`config.mk`:
```
export PLATFORM = sky130hd
export DESIGN_NAME = nns_front
export DESIGN_NICKNAME = d
export VERILOG_FILES = /design/src/rtl/nns_pkg.sv /design/src/rtl/nns_front.sv
export SDC_FILE = /design/constraint.sdc
export NUM_CORES = 1
export LEC_CHECK = 0
export CORE_AREA = 2 2 58 60
export DETAILED_ROUTE_END_ITERATION = 8
export DIE_AREA = 0 0 60 62
export DONT_BUFFER_PORTS = 1
export GPL_TIMING_DRIVEN = 0
export SLEW_MARGIN = 20
export SYNTH_ARGS = -nofsm -noshare
export SYNTH_HDL_FRONTEND = slang
export SYNTH_SLANG_ARGS = --single-unit
```
`constraint.sdc`:
```
create_clock -name vclk -period 1.4
set_input_delay 0.14 -clock vclk [all_inputs]
set_output_delay 0.14 -clock vclk [all_outputs]
set_load 0.02 [all_outputs]
```
`src/rtl/nns_pkg.sv`:
```
// Shared types, sizes and helper functions for the nearest-neighbor scaler.
// Used by every module of the block but nns_ram and nns_checker; depends on nothing.
package nns_pkg;

   // Helpers for elaboration-time sizing
   function automatic int clog2_min1(input int v);
      return (v <= 2) ? 1 : $clog2(v);
   endfunction

   function automatic int nns_max(input int a, input int b);
      return (a > b) ? a : b;
   endfunction

   // Block dimensions
   localparam int MAX_SOURCE_ROWS = 256;
   localparam int MAX_SOURCE_COLS = 256;
   localparam int MAX_TARGET_DIM  = 4096;
   localparam int PIXEL_BITS      = 24;

   // Field and register widths
   localparam int SRC_SIZE_BITS   = 9;
   localparam int TGT_SIZE_BITS   = 13;
   localparam int IDX_BITS        = 12;
   localparam int PIX_PORT_BITS   = 24;
   localparam int CSR_INDEX_BITS  = 2;
   localparam int CSR_DATA_BITS   = 13;

   localparam logic [SRC_SIZE_BITS-1:0] SRC_SIZE_RESET = SRC_SIZE_BITS'(256);
   localparam logic [TGT_SIZE_BITS-1:0] TGT_SIZE_RESET = TGT_SIZE_BITS'(256);

   // Pixel store
   localparam int STORE_DEPTH = MAX_SOURCE_ROWS * MAX_SOURCE_COLS;
   localparam int ADDR_BITS   = clog2_min1(STORE_DEPTH);

   // Coordinate mapping unit
   localparam int MAP_SRC_MAX = nns_max(MAX_SOURCE_ROWS, MAX_SOURCE_COLS);
   localparam int MAP_Q_BITS  = clog2_min1(MAP_SRC_MAX);

   // Request queue between front and back
   localparam int QUEUE_DEPTH = 2;

   typedef enum logic [CSR_INDEX_BITS-1:0] {
      CSR_SOURCE_ROWS = 2'd0,
      CSR_SOURCE_COLS = 2'd1,
      CSR_TARGET_ROWS = 2'd2,
      CSR_TARGET_COLS = 2'd3
   } nns_csr_type;

   typedef enum logic {
      OP_LOAD  = 1'b0,
      OP_FETCH = 1'b1
   } nns_op_type;

   typedef enum logic [1:0] {
      BK_IDLE,
      BK_MAP,
      BK_SEND
   } nns_bk_state_type;

   typedef struct packed {
      nns_op_type                op;
      logic [IDX_BITS-1:0]       row;
      logic [IDX_BITS-1:0]       col;
      logic [PIXEL_BITS-1:0]     pixel;
   } nns_item_type;

   typedef struct packed {
      logic full;
      logic empty;
   } nns_qstat_type;

   typedef struct packed {
      logic [SRC_SIZE_BITS-1:0] src_rows;
      logic [SRC_SIZE_BITS-1:0] src_cols;
      logic [TGT_SIZE_BITS-1:0] tgt_rows;
      logic [TGT_SIZE_BITS-1:0] tgt_cols;
   } nns_size_type;

   // Saturate a source size to 1..hi
   function automatic logic [SRC_SIZE_BITS-1:0] sat_src(
      input logic [SRC_SIZE_BITS-1:0] v, input int hi);
      logic [SRC_SIZE_BITS-1:0] r;
      r = v;
      if (v == '0) r = SRC_SIZE_BITS'(1);
      else if (int'(v) > hi) r = SRC_SIZE_BITS'(hi);
      return r;
   endfunction

   // Saturate a target size to 1..hi
   function automatic logic [TGT_SIZE_BITS-1:0] sat_tgt(
      input logic [TGT_SIZE_BITS-1:0] v, input int hi);
      logic [TGT_SIZE_BITS-1:0] r;
      r = v;
      if (v == '0) r = TGT_SIZE_BITS'(1);
      else if (int'(v) > hi) r = TGT_SIZE_BITS'(hi);
      return r;
   endfunction

endpackage

```
`src/rtl/nns_front.sv`:
```
// Front end: accepts requests, drops loads outside the source size and
// queues the rest. Uses nns_pkg.
module nns_front (
   input  logic                                start,
   input  logic                                req_mode,
   input  logic [nns_pkg::IDX_BITS-1:0]        req_row_index,
   input  logic [nns_pkg::IDX_BITS-1:0]        req_col_index,
   input  logic [nns_pkg::PIX_PORT_BITS-1:0]   req_pixel_in,
   input  nns_pkg::nns_size_type               sizes,
   input  nns_pkg::nns_qstat_type              qstat,
   output logic                                busy,
   output logic                                push,
   output nns_pkg::nns_item_type               push_item
);
   import nns_pkg::*;

   logic accept_w;
   logic in_range_w;

   assign busy     = qstat.full;
   assign accept_w = start && !qstat.full;

   // Classify: loads outside the source image are dropped here
   assign in_range_w = (req_row_index < IDX_BITS'(sizes.src_rows)) &&
                       (req_col_index < IDX_BITS'(sizes.src_cols));

   assign push = accept_w && ((nns_op_type'(req_mode) == OP_FETCH) || in_range_w);

   assign push_item.op    = nns_op_type'(req_mode);
   assign push_item.row   = req_row_index;
   assign push_item.col   = req_col_index;
   assign push_item.pixel = PIXEL_BITS'(req_pixel_in);

endmodule

```
==> results of run 1 <==
## cells by family after synthesis
group | after synthesis | synth area share
fa+ha+maj | 16 | 0.239
buf+inv | 66 | 0.520
compound gates | 15 | 0.145
simple gates | 12 | 0.0957
## layer usage
layer | wire length (um) | global-route usage | vias to the layer above
met5 | 0 | 0 | -
met4 | 0 | 0 | 0
met3 | 226 | 0.00621 | 0
met2 | 1100 | 0.177 | 70
met1 | 588 | 0.0764 | 308
li1 | - | - | 317
## worst paths after layout
kind	slack, ns	to	cells after the start	from
setup / recovery	0.03	push	6	sizes[39]
hold / removal	0.39	push_item[17]	1	req_pixel_in[17]
## power groups by stage
stage / combinational [uW] / sequential, uW / clock (uW)
floorplan: 296 / 0 / 0
global placement: 322 / 0 / 0
detailed placement: 326 / 0 / 0
CTS: 330 / 0 / 0
global route: 405 / 0 / 0
finish: 372 / 0 / 0
## cell usage after synthesis
| master | n |
|---|---|
| inv_1 | 16 |
| o211ai_1 | 2 |
| buf_4 | 50 |
| nand3b_1 | 1 |
| nand3_1 | 1 |
| a32o_1 | 1 |
| and4bb_1 | 1 |
| a21oi_1 | 3 |
| a2bb2oi_1 | 1 |
| nand2_1 | 1 |
| o21ai_1 | 1 |
| o311ai_0 | 1 |
| and4b_1 | 1 |
| o21ai_0 | 3 |
| nand2b_1 | 1 |
| or3_1 | 1 |
| ha_1 | 16 |
| nor3b_1 | 1 |
| nor3_1 | 1 |
| o311ai_1 | 1 |
| nor2_1 | 2 |
| a2111oi_4 | 1 |
| a21o_1 | 1 |
| nor4b_1 | 1 |
## critical path, cell delays in order
cell and delay, ns:
inv_4 0.02, ha_4 0.24, and4b_1 0.19, o211ai_1 0.15, o311ai_4 0.36, o21ai_4 0.13
## area by class of cell
cell class,count,area share
multi-input cells,43,0.510
plain buffers,50,0.362
inverters,16,0.0651
well taps,46,0.0555
repair buffers,1,0.00724
## metrics by stage
step / util / power, uW
3_5_place_dp: 0.281 / 326
6_report: 0.326 / 372
4_1_cts: 0.285 / 330
3_3_place_gp: 0.281 / 322
2_1_floorplan: - / 296
5_1_grt: 0.326 / 405
## what timing repair did
action | 4_1_cts | 5_1_grt
setup buffers | 0 | 1
resized for setup | 3 | 23
endpoints found under the setup margin | 1 | 1
pin swaps | 1 | 10
==> impl.org, run 1 <==
** Floorplanning
- Die width :: 60 um
- The floorplan has 21 rows.
- The region available for standard cell placement spans 3180 sq um.
- The die is 62 um tall.
- Die Area :: 3720 sq um
- 147 I/O pins were placed.
- For this configuration, the core starts out at a cell density of 0.263.

** Power
- Cell leakage power :: 0.000527 uW
- Int Pwr :: 176 uW
- Of the total power, the clock network draws 0.
- For this design the total switching power over the nets is 197 uW.
- Fraction of power consumed by sequential logic :: 0
- Of the total power, the share spent switching nets is 0.528.
- IR analysis of the VDD net gives a maximum drop of 0.130 mV.
- Dividing total power by cell area gives a power density of 359 nW/um^2.
- Logic pwr share :: 1.000

** Job
- The tool flagged a number of max-cap violations equal to 0.

** Layout
- The finished cells cover 1040 sq um.
- The layout has 0 clock buffers.
- Leaving out filler cells and counting taps, the final layout contains 156.
- Number of sequential cells in the layout :: 0
- Most frequent standard cell in the layout excluding fill and tap cells :: buf_4
- Combined area of the multi-input logic cells :: 529 sq um
- Fill count :: 351
- Share of cells above drive strength 1 :: 0.627
- The final layout contains 224 nets.
- Relative to the synthesized area, the layout overhead comes to 23.9%.
- Leaving out fill and tap cells, the most frequent cells in the layout are buf_4 (51), inv_1 (13), ha_1 (11).
- Area of all sequential standard cells :: 0 sq um
- Antenna Cells :: 0

** Timing
- Count of endpoints failing setup in the final report :: 0
- Worst hold slack :: 0.393 ns
- Across all setup checks in the final design, the least slack found is 0.0305 ns.
- Min Tclk post-route :: 1.37 ns
- The max-slew violation count came to 0.
- The final-report hold violation count is 0.
- Worst relative slew slack :: 0.772
- For the pin with the worst max-slew slack, the measured transition is 0.341 ns.
- Fraction of the cycle the final worst path needs :: 0.978
- Total negative slack for setup checks :: 0 ns
- Achievable clock frequency :: 0.730 GHz

** Min path
- Worst hold path type :: in -> out

** Routing
- Via/cell ratio :: 4.46
- Detailed routing inserted a total of 695 vias.
- Number of DRC violations after detailed-routing iteration 0 :: 4
- After detailed routing, the average wire length per cell comes to 12.3 um.
- After detailed routing, the number of remaining DRC violations is 0.
- Iteration count of the initial detailed-routing pass :: 4
- Summed over all layers, the routed wires come to 1910 um.
- Number of nets with antenna violations after routing :: 0

** Logic synthesis
- Counting every instance in the synthesized netlist gives 109.
- The number of nets handed over by synthesis was 221.
- Post-synthesis instance area :: 837 sq um
- Count of different cell masters after synthesis :: 24
- Yosys attributes the largest share of cell area to buf_4 (45%), ha_1 (24%), inv_1 (7.2%).
- The biggest area contributor in the post-synthesis netlist is buf_4.
- Yosys printed 0 warnings.
- Area share of the largest cell type after synthesis :: 0.448
- Seq/Total Area, Yosys :: 0
- Syn_area_per_cell :: 7.68 sq um

** Placed design
- Once placement finished, the instance area stood at 895 sq um.
- Detail Placement HPWL :: 1750 um
- Before CTS, the worst setup slack after placement is -0.147 ns.
- Number of port buffers :: 0
- In this run, placement finished with an instance count of 155.
- Gpl congestion :: 0.600

** Global routing
- Antenna violations before repair :: 0
- Aggregate global routing overflow :: 0
- Maximum number of pins on one net before global-route repair :: 4
- Vias in the first global route :: 553
- Gr usage total :: 0.0770
- The first global-routing pass estimated 2260 um of wire.

** Status
- Status :: finished clean

** Worst setup path
- Top fanout value on the critical path :: 1
- Worst setup path category :: in -> out
- Setup crit end kind :: output pin
- Endpoint required time on the critical path :: 1.26 ns
- Startpoint types :: input port
- At the worst endpoint, the arrival time is 1.23 ns.

** Clock network
- Cts-stage hold buffer count :: 0
No activity file was read; power rests on OpenSTA's default activity.
==> inputs of run 2 (changes only) <==
Settings changed: CORE_AREA 2 2 58 60 to 2 2 57 59, DIE_AREA 0 0 60 62 to 0 0 59 61, GPL_TIMING_DRIVEN 0 to not set.
==> run 2 against run 1 <==
  * Fmax is 0.54% lower
  * Clock-buffer cell count unchanged
  * Power shrank 58%
  * Global-route usage barely moved
  * First-iteration DRC count is the same
  * Sequential share of layout area unchanged
  * Final area fell by 38%
  * Sequential cell count did not move
  * Largest power group unchanged
==> impl.org, run 2 (synthesis results as in run 1) <==
** Floorplanning
- The die extent in y is 61 um (-1.6%).
- The initial core utilization came to 0.283 (+0.0202).
- Die width :: 59 um (-1.7%)
- Area inside the core boundary :: 2950 sq um (-7.1%)
- The die outline area is 3600 sq um (-3.3%).
- The count of boundary I/O pins came to 147 (unchanged).
- The number of core rows is 20 (-4.8%).

** Global routing
- The total congestion overflow after global routing is 0 (unchanged).
- Maximum number of pins on one net before global-route repair :: 4 (unchanged)
- Vias in the first global route :: 482 (-13%)
- The first-pass GRT wire length is 2110 um (-6.7%).
- The initial antenna violation count is 0 (unchanged).
- Gr usage total :: 0.0772 (+0.000138)

** Routing
- The number of remaining DRC errors was 0 (unchanged).
- Iteration count of the initial detailed-routing pass :: 4 (unchanged)
- Average wire per standard cell :: 17.1 um (+40%)
- In this run the top signal layer used is met4.
- The routed length on met2 was 909 um (-17%).
- The wire length on met3 came to 165 um (-27%).
- The total routed wire length on the met1 layer was 528 um (-10%).
- Drt total wl :: 1630 um (-15%)
- Via/cell ratio :: 5.12 (+15%)
- Detailed-route via count :: 486 (-30%)
- Number of nets with antenna violations after routing :: 0 (unchanged)
- The number of violations reported at the end of detailed-routing iteration 0 came to 4 (unchanged).

** Power
- Fraction of power consumed by sequential logic :: 0 (unchanged)
- Net switching component of the power :: 70.3 uW (-64%)
- The power density over cell area was 239 nW/um^2 (-33%).
- Logic pwr share :: 1.000 (about the same)
- The static power due to leakage came to 0.000289 uW (-45%).
- The internal power contribution was 84.4 uW (-52%).
- Part of the total power dissipated in the clock network :: 0 (unchanged)
- Maximum vdd ir drop :: 0.0460 mV (-65%)
- The final total power is 155 uW (-58%).
- The switching part of the total was 0.454 (-0.0738).

** Layout
- Antenna Cells :: 0 (unchanged)
- The number of sequential cells came to 0 (unchanged).
- The fraction of final layout cells sized beyond drive strength 1 is 0.323 (-0.305).
- Area of all sequential standard cells :: 0 sq um (unchanged)
- Number of nets at the end of the flow :: 176 (-21%)
- Most frequent standard cell in the layout excluding fill and tap cells :: inv_1
- The area growth from synthesis to layout is -22.7%.
- Clk_buf instances :: 0 (unchanged)
- Leaving out fill and tap cells, the most frequent cells in the layout are inv_1 (12), ha_1 (11), ha_4 (5).

** Timing
- The post-route minimum period came to 1.38 ns (+0.00737 ns).
- Setup repair after global routing could not meet its margin everywhere.
- Total negative slack for setup checks :: 0 ns (unchanged)
- Fin. max-slew vios :: 0 (unchanged)
- Count of endpoints failing setup in the final report :: 0 (unchanged)
- The relative slew slack was 0.814 (+0.0419).
- The slew at the pin closest to its max-slew limit was 0.274 ns (-0.0666 ns).
- The final worst-path cycle share came to 0.983 (+0.00526).
- Achievable clock frequency :: 0.726 GHz (-0.54%)
- The final-report hold violation count is 0 (unchanged).

** Worst setup path
- The data arrival at the endpoint of the critical path is 1.24 ns (about the same).
- Setup crit end kind :: output pin
- Startpoint types :: input port
- The critical path is of the in -> out type.
- Worst Setup SP :: sizes[41]
- Delay contributed by the slowest stage of the critical path :: 0.27 ns (-0.09 ns)
- For this design, the slowest cell found on the critical path is o311ai_1.
- Endpoint required time on the critical path :: 1.26 ns (about the same)
- Critical path cell sequence :: inv_12 -> ha_4 -> and4b_1 -> o211ai_1 -> o311ai_1 -> o21ai_1 -> buf_4
- The worst-path maximum fanout came to 2 (+1).

** Job
- The number of max-capacitance violations reported came to 0 (unchanged).

** Min path
- The worst hold path begins at req_pixel_in[20].
- The path class of the tightest hold or removal check is in -> out.

** Placed design
- The number of input and output port buffers inserted was 0 (unchanged).
- The weighted congestion reported at the end of routability-driven placement came to 0.748 (+25%).
- Detail Placement HPWL :: 1350 um (-23%)

** Clock network
- The number of buffers inserted for hold repair after clock tree synthesis was 0 (unchanged).

** Status
- Status :: finished clean
## run 2: layout make-up
class	instances	area (sq um)
multi-input combinational	43	500
fill	333	2310
timing repair buffer	3	22.5
inverter	16	82.6
tap	33	41.3
## run 2: final timing paths
kind	depth (start not counted)	endpoint	slack [ns]
max	7	push	0.02
min	0	push_item[20]	0.28
## run 2: metal layers
metal / vias to the layer above / track usage
li1: 220 / -
met1: 210 / 0.0708
met2: 50 / 0.175
met3: 6 / 0.00853
met4: 0 / 0.0162
met5: - / 0
## run 2: power groups by stage
stage / logic [uW] / clock network (uW) / registers, uW
after floorplan: 296 / 0 / 0
after global placement: 111 / 0 / 0
after detailed placement: 116 / 0 / 0
after CTS: 133 / 0 / 0
after global routing: 178 / 0 / 0
final: 155 / 0 / 0
## run 2: per-stage QoR
| stage | instance area [sq um] | util | hold WS (ns) | setup slack, ns | std cells |
|---|---|---|---|---|---|
| 3_5_place_dp | 518 | 0.175 | 0.280 | -0.0351 | 94 |
| 6_report | 647 | 0.219 | 0.280 | 0.0232 | 95 |
| 5_1_grt | 647 | 0.219 | 0.280 | -0.00808 | 95 |
| 4_1_cts | 592 | 0.200 | 0.280 | -0.0150 | 95 |
| 2_1_floorplan | 837 | - | 0.393 | 0.0252 | 109 |
| 3_3_place_gp | 518 | 0.175 | 0.280 | 0.0128 | 94 |
## run 2: worst max-delay path: cells and delay by family
| family | cells | cell delay (ns) |
|---|---|---|
| adder cells (fa/ha/maj) | 1 | 0.24 |
| AO/OA/AOI/OAI | 3 | 0.48 |
| AND/OR/NAND/NOR | 1 | 0.19 |
| buffers and inverters | 2 | 0.17 |
## run 2: timing repair
action	CTS	global route
setup buffers	1	0
resized for setup	15	13
pin swaps	7	8
endpoints found under the setup margin	1	1
==> inputs of run 3 (changes only) <==
==> constraint.sdc (replaced) <==
create_clock -name vclk -period 1.4
set_input_delay 0.28 -clock vclk [all_inputs]
set_output_delay 0.28 -clock vclk [all_outputs]
set_load 0.02 [all_outputs]
==> run 3 against run 2 <==
  * The flow now finishes with violations (setup timing)
  * Power fell by 6.2%
  * Die area unchanged
  * Global-route usage increased by 0.26 points
  * Critical path depth decreased by 3
  * Core utilization shrank 0.25 points
  * Sequential share of layout area stayed put
  * Clock-buffer cell count unchanged
  * Setup slack got worse by 0.24 ns
  * Non-clock buffer count is 3 lower
  * Critical path type unchanged
  * Critical endpoint unchanged
  * Highest routed layer unchanged
==> impl.org, run 3 (synthesis results as in run 1) <==
** Status
- Status :: complete, but fails checks
- Violations in the final reports :: setup timing

** Global routing
- Antenna violations before repair :: 0 (unchanged)
- The first-pass GRT wire length is 2230 um (+5.5%).
- Gr usage total :: 0.0798 (+0.00265)
- Aggregate global routing overflow :: 0 (unchanged)
- Vias in the first global route :: 525 (+8.9%)
- The largest net degree at the start of global routing came to 4 (unchanged).

** Routing
- Via/cell ratio :: 5.18 (+1.3%)
- The number of violations reported at the end of detailed-routing iteration 0 was 8 (+4).
- The iteration count of the initial detailed-routing pass came to 5 (+1).
- The remaining antenna violation count is 0 (unchanged).
- The wire length on met3 is 195 um (+18%).
- Average wire per standard cell :: 17.0 um (-0.61%)
- The highest metal layer carrying signal wires in the routed design is met4.
- Detailed-route via count :: 477 (-1.9%)
- Drt total wl :: 1570 um (-3.7%)
- Metal1 wirelength :: 490 um (-7.2%)
- The routed length on met2 was 841 um (-7.5%).
- The number of remaining DRC errors is 0 (unchanged).

** Floorplanning
- Area inside the core boundary :: 2950 sq um (unchanged)
- The die outline area was 3600 sq um (unchanged).
- Overall die height :: 61 um (unchanged)
- The count of boundary I/O pins came to 147 (unchanged).
- The initial core utilization came to 0.283 (unchanged).
- Row Count :: 20 (unchanged)
- The chip width was 59 um (unchanged).

** Layout
- Clk_buf instances :: 0 (unchanged)
- Commonest non-fill, non-tap cells in the layout :: inv_1 (13), ha_1 (11), ha_4 (5)
- Compared with the post-synthesis result, the final layout area differs by -23.6%.
- Number of sequential cells in the layout :: 0 (unchanged)
- Most frequent standard cell in the layout excluding fill and tap cells :: inv_1
- Number of nets at the end of the flow :: 173 (-1.7%)
- Fill count :: 326 (-2.1%)
- The final antenna diode count was 0 (unchanged).
- The area occupied by registers came to 0 sq um (unchanged).
- Final standard cell area without fillers :: 639 sq um (-1.2%)
- Share of cells above drive strength 1 :: 0.254 (-0.0683)
- Post-layout utilization of the core :: 0.217 (-0.00254)

** Min path
- Worst hold path type :: in -> out
- Min-Delay Path Depth :: 0 (unchanged)
- Worst hold start :: req_row_index[4]
- Worst Hold End :: push_item[40]

** Worst setup path
- The peak per-stage delay on the critical path is 0.40 ns (+0.13 ns).
- Top fanout value on the critical path :: 2 (unchanged)
- Critical path cell sequence :: or3_1 -> and4bb_1 -> o311ai_2 -> o21ai_4
- Setup crit end kind :: output pin
- STA classifies the critical path startpoint as an input port.
- Worst setup path category :: in -> out
- Standard cell with the maximum stage delay on the critical path :: or3_1
- Number of buffers and inverters on the critical path :: 0 (-2)
- On the critical path the largest part of the delay comes from simple AND/OR/NAND/NOR gates.
- Endpoint arrival time on the critical path :: 1.34 ns (+0.10 ns)
- The data required time at the worst endpoint came to 1.12 ns (-0.14 ns).

** Timing
- The max-slew violation count is 0 (unchanged).
- The final-report hold violation count was 0 (unchanged).
- Worst relative slew slack :: 0.792 (-0.0225)
- RSZ-0062 raised after global routing :: yes
- The post-route minimum period came to 1.62 ns (+0.240 ns).
- Count of endpoints failing setup in the final report :: 1 (+1)
- Actual transition at the worst max-transition pin :: 0.312 ns (+0.0376 ns)
- The final-layout setup total negative slack was -0.217 ns (-0.217 ns).
- Fraction of the cycle the final worst path needs :: 1.15 (+0.171)
- Achievable clock frequency :: 0.618 GHz (-15%)
- Fin worst setup slack :: -0.217 ns (-0.240 ns)

** Power
- Cell leakage power :: 0.000278 uW (-3.7%)
- The highest ir drop seen on vdd was 0.0648 mV (+41%).
- The power density over cell area was 227 nW/um^2 (-5.1%).

** Placed design
- Post-DP Area :: 579 sq um (+12%)
- Gpl congestion :: 0.718 (-4.0%)
- The placement-stage worst setup slack is -0.352 ns (-0.317 ns).
- Number of port buffers :: 0 (unchanged)
- The HPWL reported at the end of detailed placement came to 1510 um (+12%).

** Clock network
- Cts-stage hold buffer count :: 0 (unchanged)

** Job
- Max-cap violations :: 0 (unchanged)
-- run 3: repair_timing --
item	4_1_cts	5_1_grt
endpoints found under the hold margin	0	0
pin swaps	0	3
setup buffers	0	0
setup endpoints to repair	1	1
gates resized for setup	1	8
-- run 3: how the worst max path moves through the flow --
stage | startpoint | endpoint | depth (start not counted)
after floorplan | sizes[41] | push | 6
after global placement | sizes[43] | push | 6
after detailed placement | sizes[43] | push | 6
after CTS | sizes[43] | push | 6
after global routing | sizes[43] | push | 6
final | req_col_index[11] | push | 4
-- run 3: final cells by class --
type	instances	area, sq um	area share
Tap cell	33	41.3	0.0646
Multi-Input combinational cell	43	515	0.806
Inverter	16	82.6	0.129
-- run 3: where the power goes --
part	leakage, uW	internal [uW]	switching (uW)
Combinational	0.000278	76.7	68.4
Sequential	0	0	0
Clock	0	0	0
Total	0.000278	76.7	68.4
-- run 3: layer usage --
layer | global-route usage | vias up
li1 | - | 214
met1 | 0.0759 | 200
met2 | 0.165 | 55
met3 | 0.0192 | 8
met4 | 0.0260 | 0
met5 | 0 | -
-- run 3: metrics by stage --
step                power, uW  hold slack, ns  std cells
finish                    145           0.560         92
global route              171           0.560         92
CTS                       131           0.560         92
detailed placement        128           0.560         92
global placement          123           0.560         92
floorplan                 310           0.673        109
