**config.mk**
```make
export PLATFORM = sky130hd
export DESIGN_NAME = nns_queue
export DESIGN_NICKNAME = d
export VERILOG_FILES = /design/src/rtl/nns_pkg.sv /design/src/rtl/nns_queue.sv
export SDC_FILE = /design/constraint.sdc
export NUM_CORES = 1
export LEC_CHECK = 0
export BUFFER_PORTS_ARGS = -buffer_cell sky130_fd_sc_hd__buf_4
export CORE_ASPECT_RATIO = 0.6
export CORE_MARGIN = 2
export CORE_UTILIZATION = 40
export DETAILED_ROUTE_END_ITERATION = 12
export MAX_ROUTING_LAYER = met4
export PLACE_DENSITY = 0.6
export SLEW_MARGIN = 20
export SYNTH_ARGS = -nofsm -noshare
export SYNTH_HDL_FRONTEND = slang
export SYNTH_SLANG_ARGS = --single-unit
```
**constraint.sdc**
```tcl
create_clock -name clock -period 3.6 [get_ports clock]
set_input_delay 0.72 -clock clock [delete_from_list [all_inputs] [get_ports clock]]
set_output_delay 0.72 -clock clock [all_outputs]
set_load 0.02 [all_outputs]
```
**src/rtl/nns_pkg.sv**
```systemverilog
// Shared types, sizes and helper functions for the nearest-neighbor scaler.
// Used by every module of the block but nns_ram and nns_checker; depends on nothing.
package nns_pkg;

   // Helpers for elaboration-time sizing
   function automatic int clog2_min1(input int v);
      return (v <= 2) ? 1 : $clog2(v);
   endfunction

   function automatic int nns_max(input int a, input int b);
      return (a > b) ? a : b;
   endfunction

   // Block dimensions
   localparam int MAX_SOURCE_ROWS = 256;
   localparam int MAX_SOURCE_COLS = 256;
   localparam int MAX_TARGET_DIM  = 4096;
   localparam int PIXEL_BITS      = 24;

   // Field and register widths
   localparam int SRC_SIZE_BITS   = 9;
   localparam int TGT_SIZE_BITS   = 13;
   localparam int IDX_BITS        = 12;
   localparam int PIX_PORT_BITS   = 24;
   localparam int CSR_INDEX_BITS  = 2;
   localparam int CSR_DATA_BITS   = 13;

   localparam logic [SRC_SIZE_BITS-1:0] SRC_SIZE_RESET = SRC_SIZE_BITS'(256);
   localparam logic [TGT_SIZE_BITS-1:0] TGT_SIZE_RESET = TGT_SIZE_BITS'(256);

   // Pixel store
   localparam int STORE_DEPTH = MAX_SOURCE_ROWS * MAX_SOURCE_COLS;
   localparam int ADDR_BITS   = clog2_min1(STORE_DEPTH);

   // Coordinate mapping unit
   localparam int MAP_SRC_MAX = nns_max(MAX_SOURCE_ROWS, MAX_SOURCE_COLS);
   localparam int MAP_Q_BITS  = clog2_min1(MAP_SRC_MAX);

   // Request queue between front and back
   localparam int QUEUE_DEPTH = 2;

   typedef enum logic [CSR_INDEX_BITS-1:0] {
      CSR_SOURCE_ROWS = 2'd0,
      CSR_SOURCE_COLS = 2'd1,
      CSR_TARGET_ROWS = 2'd2,
      CSR_TARGET_COLS = 2'd3
   } nns_csr_type;

   typedef enum logic {
      OP_LOAD  = 1'b0,
      OP_FETCH = 1'b1
   } nns_op_type;

   typedef enum logic [1:0] {
      BK_IDLE,
      BK_MAP,
      BK_SEND
   } nns_bk_state_type;

   typedef struct packed {
      nns_op_type                op;
      logic [IDX_BITS-1:0]       row;
      logic [IDX_BITS-1:0]       col;
      logic [PIXEL_BITS-1:0]     pixel;
   } nns_item_type;

   typedef struct packed {
      logic full;
      logic empty;
   } nns_qstat_type;

   typedef struct packed {
      logic [SRC_SIZE_BITS-1:0] src_rows;
      logic [SRC_SIZE_BITS-1:0] src_cols;
      logic [TGT_SIZE_BITS-1:0] tgt_rows;
      logic [TGT_SIZE_BITS-1:0] tgt_cols;
   } nns_size_type;

   // Saturate a source size to 1..hi
   function automatic logic [SRC_SIZE_BITS-1:0] sat_src(
      input logic [SRC_SIZE_BITS-1:0] v, input int hi);
      logic [SRC_SIZE_BITS-1:0] r;
      r = v;
      if (v == '0) r = SRC_SIZE_BITS'(1);
      else if (int'(v) > hi) r = SRC_SIZE_BITS'(hi);
      return r;
   endfunction

   // Saturate a target size to 1..hi
   function automatic logic [TGT_SIZE_BITS-1:0] sat_tgt(
      input logic [TGT_SIZE_BITS-1:0] v, input int hi);
      logic [TGT_SIZE_BITS-1:0] r;
      r = v;
      if (v == '0) r = TGT_SIZE_BITS'(1);
      else if (int'(v) > hi) r = TGT_SIZE_BITS'(hi);
      return r;
   endfunction

endpackage

```
**src/rtl/nns_queue.sv**
```systemverilog
// Short request queue between the front end and the back end.
// Uses nns_pkg for the item and status types.
module nns_queue (
   input  logic                   clock,
   input  logic                   reset,
   input  logic                   push,
   input  nns_pkg::nns_item_type  push_item,
   input  logic                   pop,
   output nns_pkg::nns_item_type  head_item,
   output nns_pkg::nns_qstat_type qstat
);
   import nns_pkg::*;

   localparam int PTR_BITS = clog2_min1(QUEUE_DEPTH);
   localparam int CNT_BITS = $clog2(QUEUE_DEPTH + 1);

   nns_item_type          items_ff [QUEUE_DEPTH];
   logic [PTR_BITS-1:0]   wr_ptr_ff, wr_ptr_in;
   logic [PTR_BITS-1:0]   rd_ptr_ff, rd_ptr_in;
   logic [CNT_BITS-1:0]   count_ff, count_in;

   // Advance pointers with wrap at the queue depth
   always_comb begin
      wr_ptr_in = wr_ptr_ff;
      rd_ptr_in = rd_ptr_ff;
      count_in  = count_ff;
      if (push) begin
         wr_ptr_in = (wr_ptr_ff == PTR_BITS'(QUEUE_DEPTH - 1)) ? '0
                                                                : wr_ptr_ff + PTR_BITS'(1);
      end
      if (pop) begin
         rd_ptr_in = (rd_ptr_ff == PTR_BITS'(QUEUE_DEPTH - 1)) ? '0
                                                                : rd_ptr_ff + PTR_BITS'(1);
      end
      if (push && !pop) begin
         count_in = count_ff + CNT_BITS'(1);
      end else if (pop && !push) begin
         count_in = count_ff - CNT_BITS'(1);
      end
   end

   always_ff @(posedge clock) begin
      if (reset) begin
         wr_ptr_ff <= '0;
         rd_ptr_ff <= '0;
         count_ff  <= '0;
      end else begin
         wr_ptr_ff <= wr_ptr_in;
         rd_ptr_ff <= rd_ptr_in;
         count_ff  <= count_in;
      end
   end

   // Hold entries
   always_ff @(posedge clock) begin
      if (push) begin
         items_ff[wr_ptr_ff] <= push_item;
      end
   end

   assign head_item   = items_ff[rd_ptr_ff];
   assign qstat.full  = (count_ff == CNT_BITS'(QUEUE_DEPTH));
   assign qstat.empty = (count_ff == '0);

endmodule

```
==> summary.txt, run 1 <==
Run status
  – Status: completed

STA
  – Final hold vios: 0
  – RSZ-0062 raised after global routing: false
  – Max Clock Freq: 0.391 GHz
  – Slew margin rel.: between 50% and 60%
  – Least-Margin Pin Slew: 0.701 ns
  – Tmin final: ~2.6 ns
  – Final Cycle Share: about 71%
  – Worst Skew: between 0.004 and 0.005 ns
  – Setup TNS: 0 ns
  – Hold WS: a little over 0.5 ns
  – Final Max Slew Viols: 0
  – Setup violators final: 0

Min path
  – Worst hold path depth: 2
  – Hold Startpoint: count_ff[1]
  – Worst Hold Path EP: count_ff[1]
  – Hold WC Path Type: flop to flop

Run
  – Max-cap viol count: 0

Synth
  – Synth Cell Area: between 0.003 and 0.004 sq mm
  – Post-Syn Nets: roughly 230
  – Syn avg cell area: approximately 21 sq um
  – Area share of the largest cell type after synthesis: between 70% and 80%
  – Yosys reg bits: between 100 and 150
  – Most area-consuming cells after synthesis: edfxtp_1 79%, mux2_2 15%, dfxtp_1 2.7%
  – Seq/Total Area, Yosys: between 80% and 90%
  – Syn. warnings: 0
  – Cells after Synth: roughly 170
  – Unique masters post-synth: 16
  – Cell accounting for the most synthesized area: edfxtp_1

Critical path
  – Startpoint types: flop
  – CP max stage delay: 0.69 ns
  – Critical path type: flop to output pin
  – FF-to-FF End: items_ff[1][35]
  – Worst-path fanout max: 27
  – CP required: 2.88 ns
  – Arr. time, crit path: approximately 1.8 ns
  – Crit-path cells: buf_12, mux2_2, buf_4
  – Cell count of the worst reg-to-reg path: 2
  – Critical-path top delay cell: dfxtp_2
  – CP endpoint kind: output pin
  – Slack of the worst reg-to-reg path: 1.90 ns
  – Worst reg2reg startpoint: wr_ptr_ff

Power
  – Leakage: about 1.9 nW
  – PwrDens: 557 mW/mm^2
  – Max VDD drop: 267 uV

Route
  – DRT antenna net count: 0
  – Avg WL per Cell: roughly 17 um
  – Via density per instance: ~4.7
  – Initial DRT Pass Iterations: 4
  – DRC: 0
  – DR iter-0 viols: around 110
  – Vias: a little under 2000
  – WL final: 6900 um

Floorplanning
  – Initial core utilization: 41.0%
  – Core area: ~0.0091 sq mm
  – Die height: slightly below 80 um
  – Num ports: 104
  – Die X: between 100 and 150 um
  – Die area: roughly 0.01 sq mm
  – Site Rows: 27

Global route
  – Total track usage: 15.0%
  – Vias in the first global route: about 2000
  – Largest net degree at the start of global routing: 50
  – Grt ovf: 0
  – Initial antenna violation count: 0
  – First-pass GRT wire length: roughly 11000 um

Clock tree
  – Clock buffer depth: 2
  – Clock transition at path regs: roughly 0.070 ns
  – CTS root buffer: clkbuf_16
  – Hold Buf Count CTS: 0
  – Worst-Skew Late Latency: 0.34 ns
  – Post-cts repair resize count: 0
  – Post-CTS setup buffers: 0
  – H-tree levels: 3
  – TritonCTS Sinks: about 100
  – Inserted Clock Buffers: 9
  – CTS tree: done

Placed design
  – DP HPWL: roughly 4700 um
  – GP Congestion: approximately 0.74
  – Buffers added on ports: just over 100
  – Area after DPL: between 0.004 and 0.005 sq mm

Cells and area
  – Share of cells above drive strength 1: about three fifths
  – Final net count: 341
  – Design Area, Final: a little under 0.005 sq mm
  – Number of diodes: 0
  – Fin util: between 50% and 60%
  – Layout area overhead: 33.0%
-- flip-flops by register name (all words and copies together) (netlist names), named ones only --
signal     cells
rd_ptr_ff      1
count_ff       2
items_ff      98
wr_ptr_ff      1
-- area by class of cell --
type | instances | area (sq um)
repair buffers | 107 | 816
clock buffers | 11 | 243
flip-flops and latches | 103 | 3040
inverters | 1 | 3.75
well taps | 116 | 145
clock inverters | 5 | 57.6
fillers | 735 | 4150
multi-input cells | 65 | 664
-- cell families (layout without fill, tap and decap cells) --
logic type / after synthesis / in the layout / share of synthesized area [%]
AO/OA/AOI/OAI: 2 / 2 / 0.267
XOR/XNOR: 4 / 4 / 0.937
adder cells (fa/ha/maj): 1 / 1 / 0.335
buffers and inverters: 6 / 124 / 1.10
flip-flops: 103 / 103 / 81.4
multiplexers: 49 / 49 / 14.8
AND/OR/NAND/NOR: 9 / 9 / 1.24
-- report_power, final --
| part | internal, W | switching (W) | total [W] |
|---|---|---|---|
| clock network | 0.000558 | 0.000398 | 0.000955 |
| registers | 0.00140 | 0.0000286 | 0.00142 |
| logic | 0.000191 | 0.000201 | 0.000392 |
| total | 0.00214 | 0.000627 | 0.00277 |
-- metal layers --
| metal | part of all wire (%) | up-vias | global-route usage (%) |
|---|---|---|---|
| li1 | - | 900 | - |
| met1 | 49 | 928 | 20.5 |
| met2 | 40 | 86 | 19.2 |
| met3 | 10 | 9 | 8.56 |
| met4 | 0.80 | 0 | 3.59 |
| met5 | 0 | - | - |
-- worst max path at each step --
stage | end | cells past startpoint | start
2_1_floorplan | items_ff[0][0] | 1 | push
3_3_place_gp | head_item[6] | 3 | flop
3_5_place_dp | head_item[6] | 3 | flop
4_1_cts | head_item[6] | 3 | flop
5_1_grt | head_item[6] | 3 | flop
6_report | head_item[41] | 3 | flop
-- synth_stat cells --
library cell and count:
edfxtp_1 98, mux2_2 49, dfxtp_1 5, nor2_1 5
buf_2 3, buf_6 2, xnor2_1 2, xor2_1 2
a21oi_1 1, and2_1 1, and2b_2 1, ha_1 1
inv_1 1, nor2b_1 1, o21ai_0 1, or3_1 1
-- through the flow --
step	power [W]	instances	setup slack [ns]
final	0.00277	408	1.04
after global routing	0.00290	408	0.893
after CTS	0.00281	408	0.974
after detailed placement	0.00185	392	1.36
after global placement	0.00184	392	1.35
after floorplan	0.00166	174	0.245
-- worst max-delay path: cells and delay by family, from the launching register on --
family	cells	cell delay (ns)
muxes	1	0.37
buffers and inverters	2	0.43
DFF	1	0.69
-- cells in the final DEF, fill, tap and decap left out --
| cell type | count |
|---|---|
| buf_4 | 106 |
| edfxtp_1 | 98 |
| mux2_2 | 49 |
| clkbuf_16 | 9 |
| nor2_1 | 5 |
| dfxtp_1 | 4 |
| xor2_1 | 2 |
| xnor2_1 | 2 |
| clkinvlp_4 | 2 |
| inv_1 | 1 |
| and2b_2 | 1 |
| and2_2 | 1 |
| nor2b_4 | 1 |
| o21ai_0 | 1 |
| or3_1 | 1 |
| a21oi_1 | 1 |
| ha_1 | 1 |
| dfxtp_2 | 1 |
| inv_6 | 1 |
| clkinv_1 | 1 |
| bufinv_16 | 1 |
| clkbuf_8 | 1 |
| clkbuf_1 | 1 |
| buf_12 | 1 |
(Power assumes the default switching activity.)
==> inputs of run 2 (changes only) <==
==> constraint.sdc (replaced) <==
create_clock -name clock -period 2.4 [get_ports clock]
set_input_delay 0.48 -clock clock [delete_from_list [all_inputs] [get_ports clock]]
set_output_delay 0.48 -clock clock [all_outputs]
set_load 0.02 [all_outputs]
==> run 2 against run 1 <==
- highest routed layer unchanged
- wire length shrank 2.2%
- die area is the same
- sequential share of layout area increased by 0.65 points
- non-clock buffer count rose by 2
- clock-buffer cell count stayed put
==> summary.txt, run 2 (synthesis gave the netlist of run 1 again) <==
STA
  – Setup violators final: 0 (unchanged)
  – Final Max Slew Viols: 0 (unchanged)
  – Setup TNS: 0 ns (unchanged)
  – Final Cycle Share: between 80% and 90%
  – Worst Skew: 0.00388 ns (was 0.00430 ns)
  – Slew margin rel.: 74.5% (was 53.2%)
  – RSZ-0062 raised after global routing: false (unchanged)
  – Setup ws final: 0.328 ns (was 1.04 ns)
  – Max Clock Freq: between 0.4 and 0.5 GHz
  – Least-Margin Pin Slew: 0.382 ns (was 0.701 ns)
  – Tmin final: roughly 2.1 ns
  – Final hold vios: 0 (unchanged)

Clock tree
  – Post-CTS setup buffers: 0 (unchanged)
  – CTS root buffer: clkbuf_16 (unchanged)
  – Post-cts repair resize count: 0 (unchanged)
  – TritonCTS Sinks: 103 (unchanged)
  – Clock buffer depth: 2 (unchanged)
  – Inserted Clock Buffers: 9 (unchanged)
  – Clock transition at path regs: 0.06 ns (was 0.07 ns)
  – CTS tree: done (unchanged)
  – Worst-Skew Late Latency: 0.33 ns (was 0.34 ns)
  – Hold Buf Count CTS: 0 (unchanged)
  – H-tree levels: 3 (unchanged)

Power
  – Max VDD drop: 445 uV (was 267 uV)
  – Total Power: 0.00395 W (was 0.00277 W)
  – Leakage: 1.85 nW (was 1.86 nW)
  – PwrDens: 802 mW/mm^2 (was 557 mW/mm^2)

Route
  – Avg WL per Cell: 16.5 um (was 16.9 um)
  – Vias: 1924 (was 1923)
  – Via density per instance: 4.72 (was 4.71)
  – Initial DRT Pass Iterations: 4 (unchanged)
  – DRC: 0 (unchanged)
  – DR iter-0 viols: 97 (was 105)
  – WL final: 6740 um (was 6900 um)
  – DRT antenna net count: 0 (unchanged)

Min path
  – Hold WC Path Type: input pin to flop (was flop to flop)
  – Hold Startpoint: push_item[43] (was count_ff[1])
  – Worst Hold Path EP: items_ff[1][43] (was count_ff[1])
  – Worst hold path depth: 1 (was 2)

Critical path
  – Crit-path cells: buf_4, mux2_2, buf_4 (was buf_12, mux2_2, buf_4)
  – Critical-path top delay cell: mux2_2 (was dfxtp_2)
  – Top delay family on crit path: buffers and inverters (was flip-flops)
  – Worst-path fanout max: 28 (was 27)
  – Arr. time, crit path: 1.59 ns (was 1.84 ns)
  – FF-to-FF End: items_ff[1][48] (was items_ff[1][35])
  – Startpoint types: flop (unchanged)
  – Cell count of the worst reg-to-reg path: 2 (unchanged)
  – Crit path top cell by count: buf_4
  – Worst reg2reg startpoint: wr_ptr_ff (unchanged)
  – CP max stage delay: 0.42 ns (was 0.69 ns)
  – Slack of the worst reg-to-reg path: 1.13 ns (was 1.90 ns)
  – CP endpoint kind: output pin (unchanged)
  – Critical path type: flop to output pin (unchanged)
  – CP required: 1.92 ns (was 2.88 ns)
  – Worst Path Buf+Inv: 2 (unchanged)

Cells and area
  – Final net count: 343 (was 341)
  – Fin util: 54.0% (was 54.5%)
  – Share of cells above drive strength 1: 58.9% (was 59.6%)
  – Largest registers: items_ff: 98 flops, count_ff: 2 flops (unchanged)
  – Number of diodes: 0 (unchanged)
  – Design Area, Final: 0.00492 sq mm (was 0.00497 sq mm)
  – Layout area overhead: 31.6% (was 33.0%)
  – Most flop-heavy register: items_ff (unchanged)
  – Most common cell after layout, fill and taps aside: buf_4 (unchanged)
  – Most frequent cells in the layout: 109 x buf_4, 98 x edfxtp_1, 49 x mux2_2, 9 x clkbuf_16, 5 x nor2_1 (was 106 x buf_4, 98 x edfxtp_1, 49 x mux2_2, 9 x clkbuf_16, 5 x nor2_1)
  – Fill cell instance count of the final layout: 756 (was 735)
  – Max FFs per register: 98 (unchanged)

Floorplanning
  – Die height: 78.9 um (unchanged)
  – Num ports: 104 (unchanged)
  – Core area: 0.00912 sq mm (unchanged)
  – Die area: 0.0102 sq mm (unchanged)
  – Die X: 129 um (unchanged)
  – Initial core utilization: 41.0% (unchanged)
  – Site Rows: 27 (unchanged)

Run status
  – Status: completed (unchanged)

Global route
  – First-pass GRT wire length: 10200 um (was 10600 um)
  – Vias in the first global route: 1978 (was 1992)
  – Initial antenna violation count: 0 (unchanged)
  – Largest net degree at the start of global routing: 29 (was 50)
  – Total track usage: 14.2% (was 15.0%)
  – Grt ovf: 0 (unchanged)

Run
  – Max-cap viol count: 0 (unchanged)

Placed design
  – Area after DPL: 0.00468 sq mm (was 0.00467 sq mm)
  – Buffers added on ports: 103 (unchanged)
  – GP Congestion: 0.716 (was 0.740)
  – Pre-CTS WS: 0.669 ns (was 1.36 ns)
  – DP HPWL: 4440 um (was 4660 um)
[run 2: cell count changes in the layout (fill, tap and decap cells not counted)]
cell / previous run / this run
clkinvlp_4: 2 / 0
buf_12: 1 / 0
clkbuf_1: 1 / 2
inv_6: 1 / 0
clkinv_2: 0 / 1
clkbuf_8: 1 / 0
clkinv_1: 1 / 2
bufinv_16: 1 / 0
buf_4: 106 / 109
[run 2: worst max path at each step]
stage               start             end  slack, ns  cells after the start
detailed placement   flop   head_item[46]       0.67                      3
floorplan            push  items_ff[0][0]       0.20                      1
finish               flop   head_item[46]       0.33                      3
global placement     flop   head_item[46]       0.67                      3
global route         flop   head_item[46]       0.26                      3
CTS                  flop   head_item[46]       0.30                      3
[run 2: report_power, final]
group	internal, W	switching [W]
Combinational	0.000286	0.000312
Sequential	0.00209	0.0000270
Clock	0.000682	0.000547
[run 2: metal layers]
| layer | vias up | wire [um] | GRT usage [%] | part of all wire (%) |
|---|---|---|---|---|
| met5 | - | 0 | - | 0 |
| met4 | 0 | 72 | 4.57 | 1.1 |
| met3 | 10 | 608 | 7.14 | 9.0 |
| met2 | 73 | 2800 | 18.5 | 41 |
| met1 | 936 | 3260 | 19.3 | 48 |
| li1 | 905 | - | - | - |
[run 2: cell type report]
type | instances | area [sq um] | share of cell area (%)
clock buffers | 11 | 233 | 4.73
clock inverters | 3 | 12.5 | 0.254
inverters | 1 | 3.75 | 0.0763
multi-input cells | 65 | 664 | 13.5
flip-flops and latches | 103 | 3040 | 61.9
well taps | 116 | 145 | 2.95
repair buffers | 109 | 818 | 16.6
[run 2: through the flow]
stage | hold slack, ns | cells
after floorplan | 0.461 | 174
after global placement | 0.478 | 394
after detailed placement | 0.506 | 394
after CTS | 0.313 | 408
after global routing | 0.306 | 408
final | 0.329 | 408
==> inputs of run 3 (changes only) <==
--- a/config.mk
+++ b/config.mk
@@ -7,11 +7,10 @@
 export LEC_CHECK = 0
 export BUFFER_PORTS_ARGS = -buffer_cell sky130_fd_sc_hd__buf_4
 export CORE_ASPECT_RATIO = 0.6
-export CORE_MARGIN = 2
 export CORE_UTILIZATION = 40
 export DETAILED_ROUTE_END_ITERATION = 12
 export MAX_ROUTING_LAYER = met4
-export PLACE_DENSITY = 0.6
+export PLACE_DENSITY = 0.62
 export SLEW_MARGIN = 20
 export SYNTH_ARGS = -nofsm -noshare
 export SYNTH_HDL_FRONTEND = slang
==> constraint.sdc (replaced) <==
create_clock -name clock -period 1.9 [get_ports clock]
set_input_delay 0.38 -clock clock [delete_from_list [all_inputs] [get_ports clock]]
set_output_delay 0.38 -clock clock [all_outputs]
set_load 0.02 [all_outputs]
==> run 3 against run 2 <==
- combinational power up 34%
- global-route usage up 1.8 points
- sequential power up 27%
- worst hold slack worse by 0.11 ns
- first-iteration DRC count up 29%
- critical path type unchanged
- sequential cell count unchanged
- power up 28%
- clock-buffer cell count unchanged
- final cell count up 0.25%
- wire length up 6.9%
- clock skew down 0.0021 ns
- non-clock buffer count up 5
==> summary.txt, run 3 (synthesis gave the netlist of run 1 again) <==
Run status
  – Status: completed (unchanged)

Route
  – DRT antenna net count: 0 (unchanged)
  – Vias: 1978 (was 1924)
  – DR iter-0 viols: 125 (was 97)
  – WL final: 7210 um (was 6740 um)
  – Initial DRT Pass Iterations: 4 (unchanged)
  – DRC: 0 (unchanged)
  – Via density per instance: 4.84 (was 4.72)
  – Avg WL per Cell: 17.6 um (was 16.5 um)

Power
  – PwrDens: 1010 mW/mm^2 (was 802 mW/mm^2)
  – Max VDD drop: 538 uV (was 445 uV)
  – Leakage: 1.90 nW (was 1.85 nW)

Placed design
  – DP HPWL: 4750 um (was 4440 um)
  – Area after DPL: 0.00470 sq mm (was 0.00468 sq mm)
  – Buffers added on ports: 103 (unchanged)
  – GP Congestion: 0.700 (was 0.716)

Clock tree
  – CTS root buffer: clkbuf_16 (unchanged)
  – Inserted Clock Buffers: 9 (unchanged)
  – TritonCTS Sinks: 103 (unchanged)
  – CTS tree: done (unchanged)
  – Worst-Skew Late Latency: 0.34 ns (was 0.33 ns)
  – Clock buffer depth: 2 (unchanged)
  – H-tree levels: 3 (unchanged)
  – Clock transition at path regs: 0.06 ns (about the same)

STA
  – Least-Margin Pin Slew: 0.383 ns (was 0.382 ns)
  – Tmin final: ~1.9 ns
  – Slew margin rel.: 74.5% (about the same)
  – Max Clock Freq: roughly 0.54 GHz
  – Final hold vios: 0 (unchanged)
  – Worst Skew: 0.00178 ns (was 0.00388 ns)
  – Final Cycle Share: a little over nine tenths
  – Final Max Slew Viols: 0 (unchanged)
  – Setup TNS: 0 ns (unchanged)
  – RSZ-0062 raised after global routing: true (was false)
  – Setup violators final: 0 (unchanged)

Floorplanning
  – Num ports: 104 (unchanged)
  – Die height: 76.9 um (was 78.9 um)
  – Core area: 0.00878 sq mm (was 0.00912 sq mm)
  – Site Rows: 26 (was 27)
  – Die area: 0.00975 sq mm (was 0.0102 sq mm)
  – Die X: 127 um (was 129 um)
  – Initial core utilization: 42.6% (was 41.0%)

Global route
  – M2 GR Usage: 20.5% (was 18.5%)
  – Largest net degree at the start of global routing: 28 (was 29)
  – Met3 usage: 7.05% (was 7.14%)
  – Total track usage: 16.1% (was 14.2%)
  – Gr busiest metal: met1 (unchanged)
  – Initial antenna violation count: 0 (unchanged)
  – Grt ovf: 0 (unchanged)
  – First-pass GRT wire length: 11000 um (was 10200 um)
  – Vias in the first global route: 2084 (was 1978)
  – Global-route track usage on met1: 22.7% (was 19.3%)

Cells and area
  – Number of diodes: 0 (unchanged)
  – Fin util: 57.1% (was 54.0%)
  – Most common cell after layout, fill and taps aside: buf_4 (unchanged)
  – Most flop-heavy register: items_ff (unchanged)
  – Share of cells above drive strength 1: 59.6% (was 58.9%)
  – Largest registers: items_ff: 98 flops, count_ff: 2 flops (unchanged)
  – Max FFs per register: 98 (unchanged)
  – Final net count: 348 (was 343)
  – Design Area, Final: 0.00502 sq mm (was 0.00492 sq mm)
  – Layout area overhead: 34.2% (was 31.6%)
  – Most frequent cells in the layout: 109 x buf_4, 98 x edfxtp_1, 46 x mux2_2, 10 x clkbuf_16, 5 x nor2_1 (was 109 x buf_4, 98 x edfxtp_1, 49 x mux2_2, 9 x clkbuf_16, 5 x nor2_1)

Run
  – Max-cap viol count: 0 (unchanged)

Critical path
  – CP endpoint kind: output pin (unchanged)
  – Arr. time, crit path: 1.48 ns (was 1.59 ns)
  – Critical path type: flop to output pin (unchanged)
  – Worst-path fanout max: 20 (was 28)
  – CP required: 1.52 ns (was 1.92 ns)
  – Startpoint types: flop (unchanged)
  – Slack of the worst reg-to-reg path: 0.62 ns (was 1.13 ns)

Min path
  – Hold WC Path Type: input pin to flop (unchanged)
[run 3: cell count changes in the layout (fill, tap and decap cells not counted)]
cell       change
mux2_2         -3
mux2_4         +3
buf_12         +2
buf_6          +2
clkbuf_16      +1
dfxtp_2        -1
dfxtp_4        +1
[run 3: final timing paths]
| kind | endpoint | depth (start not counted) | start |
|---|---|---|---|
| hold / removal | items_ff[0][26] | 1 | push_item[26] |
| setup / recovery | head_item[48] | 3 | flop |
| hold reg to reg | count_ff[1] | 2 | count_ff[1] |
| setup reg to reg | items_ff[1][31] | 2 | wr_ptr_ff |
[run 3: cell type report]
class / instances / area [sq um]
Fill cell: 678 / 3770
Sequential cell: 103 / 3050
Timing Repair Buffer: 114 / 906
Multi-Input combinational cell: 65 / 676
Clock buffer: 11 / 233
Tap cell: 112 / 140
Clock inverter: 3 / 12.5
Inverter: 1 / 3.75
[run 3: metrics by stage]
| step | std cells | setup WS [ns] | hold WS, ns | power [W] |
|---|---|---|---|---|
| 2_1_floorplan | 174 | 0.341 | 0.449 | 0.00314 |
| 3_5_place_dp | 390 | 0.285 | 0.497 | 0.00351 |
| 6_report | 409 | 0.0450 | 0.220 | 0.00506 |
| 3_3_place_gp | 390 | 0.301 | 0.486 | 0.00350 |
| 4_1_cts | 404 | -0.0132 | 0.205 | 0.00509 |
| 5_1_grt | 409 | -0.0186 | 0.203 | 0.00526 |
[run 3: metal layers]
layer / part of all wire (%) / vias to the layer above / wire (um)
met5: 0 / - / 0
met4: 1.2 / 0 / 87
met3: 7.3 / 9 / 530
met2: 41 / 71 / 2960
met1: 50 / 984 / 3640
li1: - / 914 / -
[run 3: power breakdown]
group	internal (W)	switching [W]	leakage (nW)	total, W
Combinational	0.000399	0.000402	0.820	0.000801
Sequential	0.00265	0.0000441	0.962	0.00269
Clock	0.000862	0.000711	0.120	0.00157
Total	0.00391	0.00116	1.90	0.00506
[run 3: what timing repair did]
item,4_1_cts,5_1_grt
resized for setup,3,5
setup endpoints to repair,42,42
hold buffers,0,0
cloned,0,1
buffers inserted,0,4
[run 3: critical path: stages (launching register included)]
cell and delay, ns:
dfxtp_4 0.43, buf_12 0.19, mux2_2 0.36, buf_4 0.16
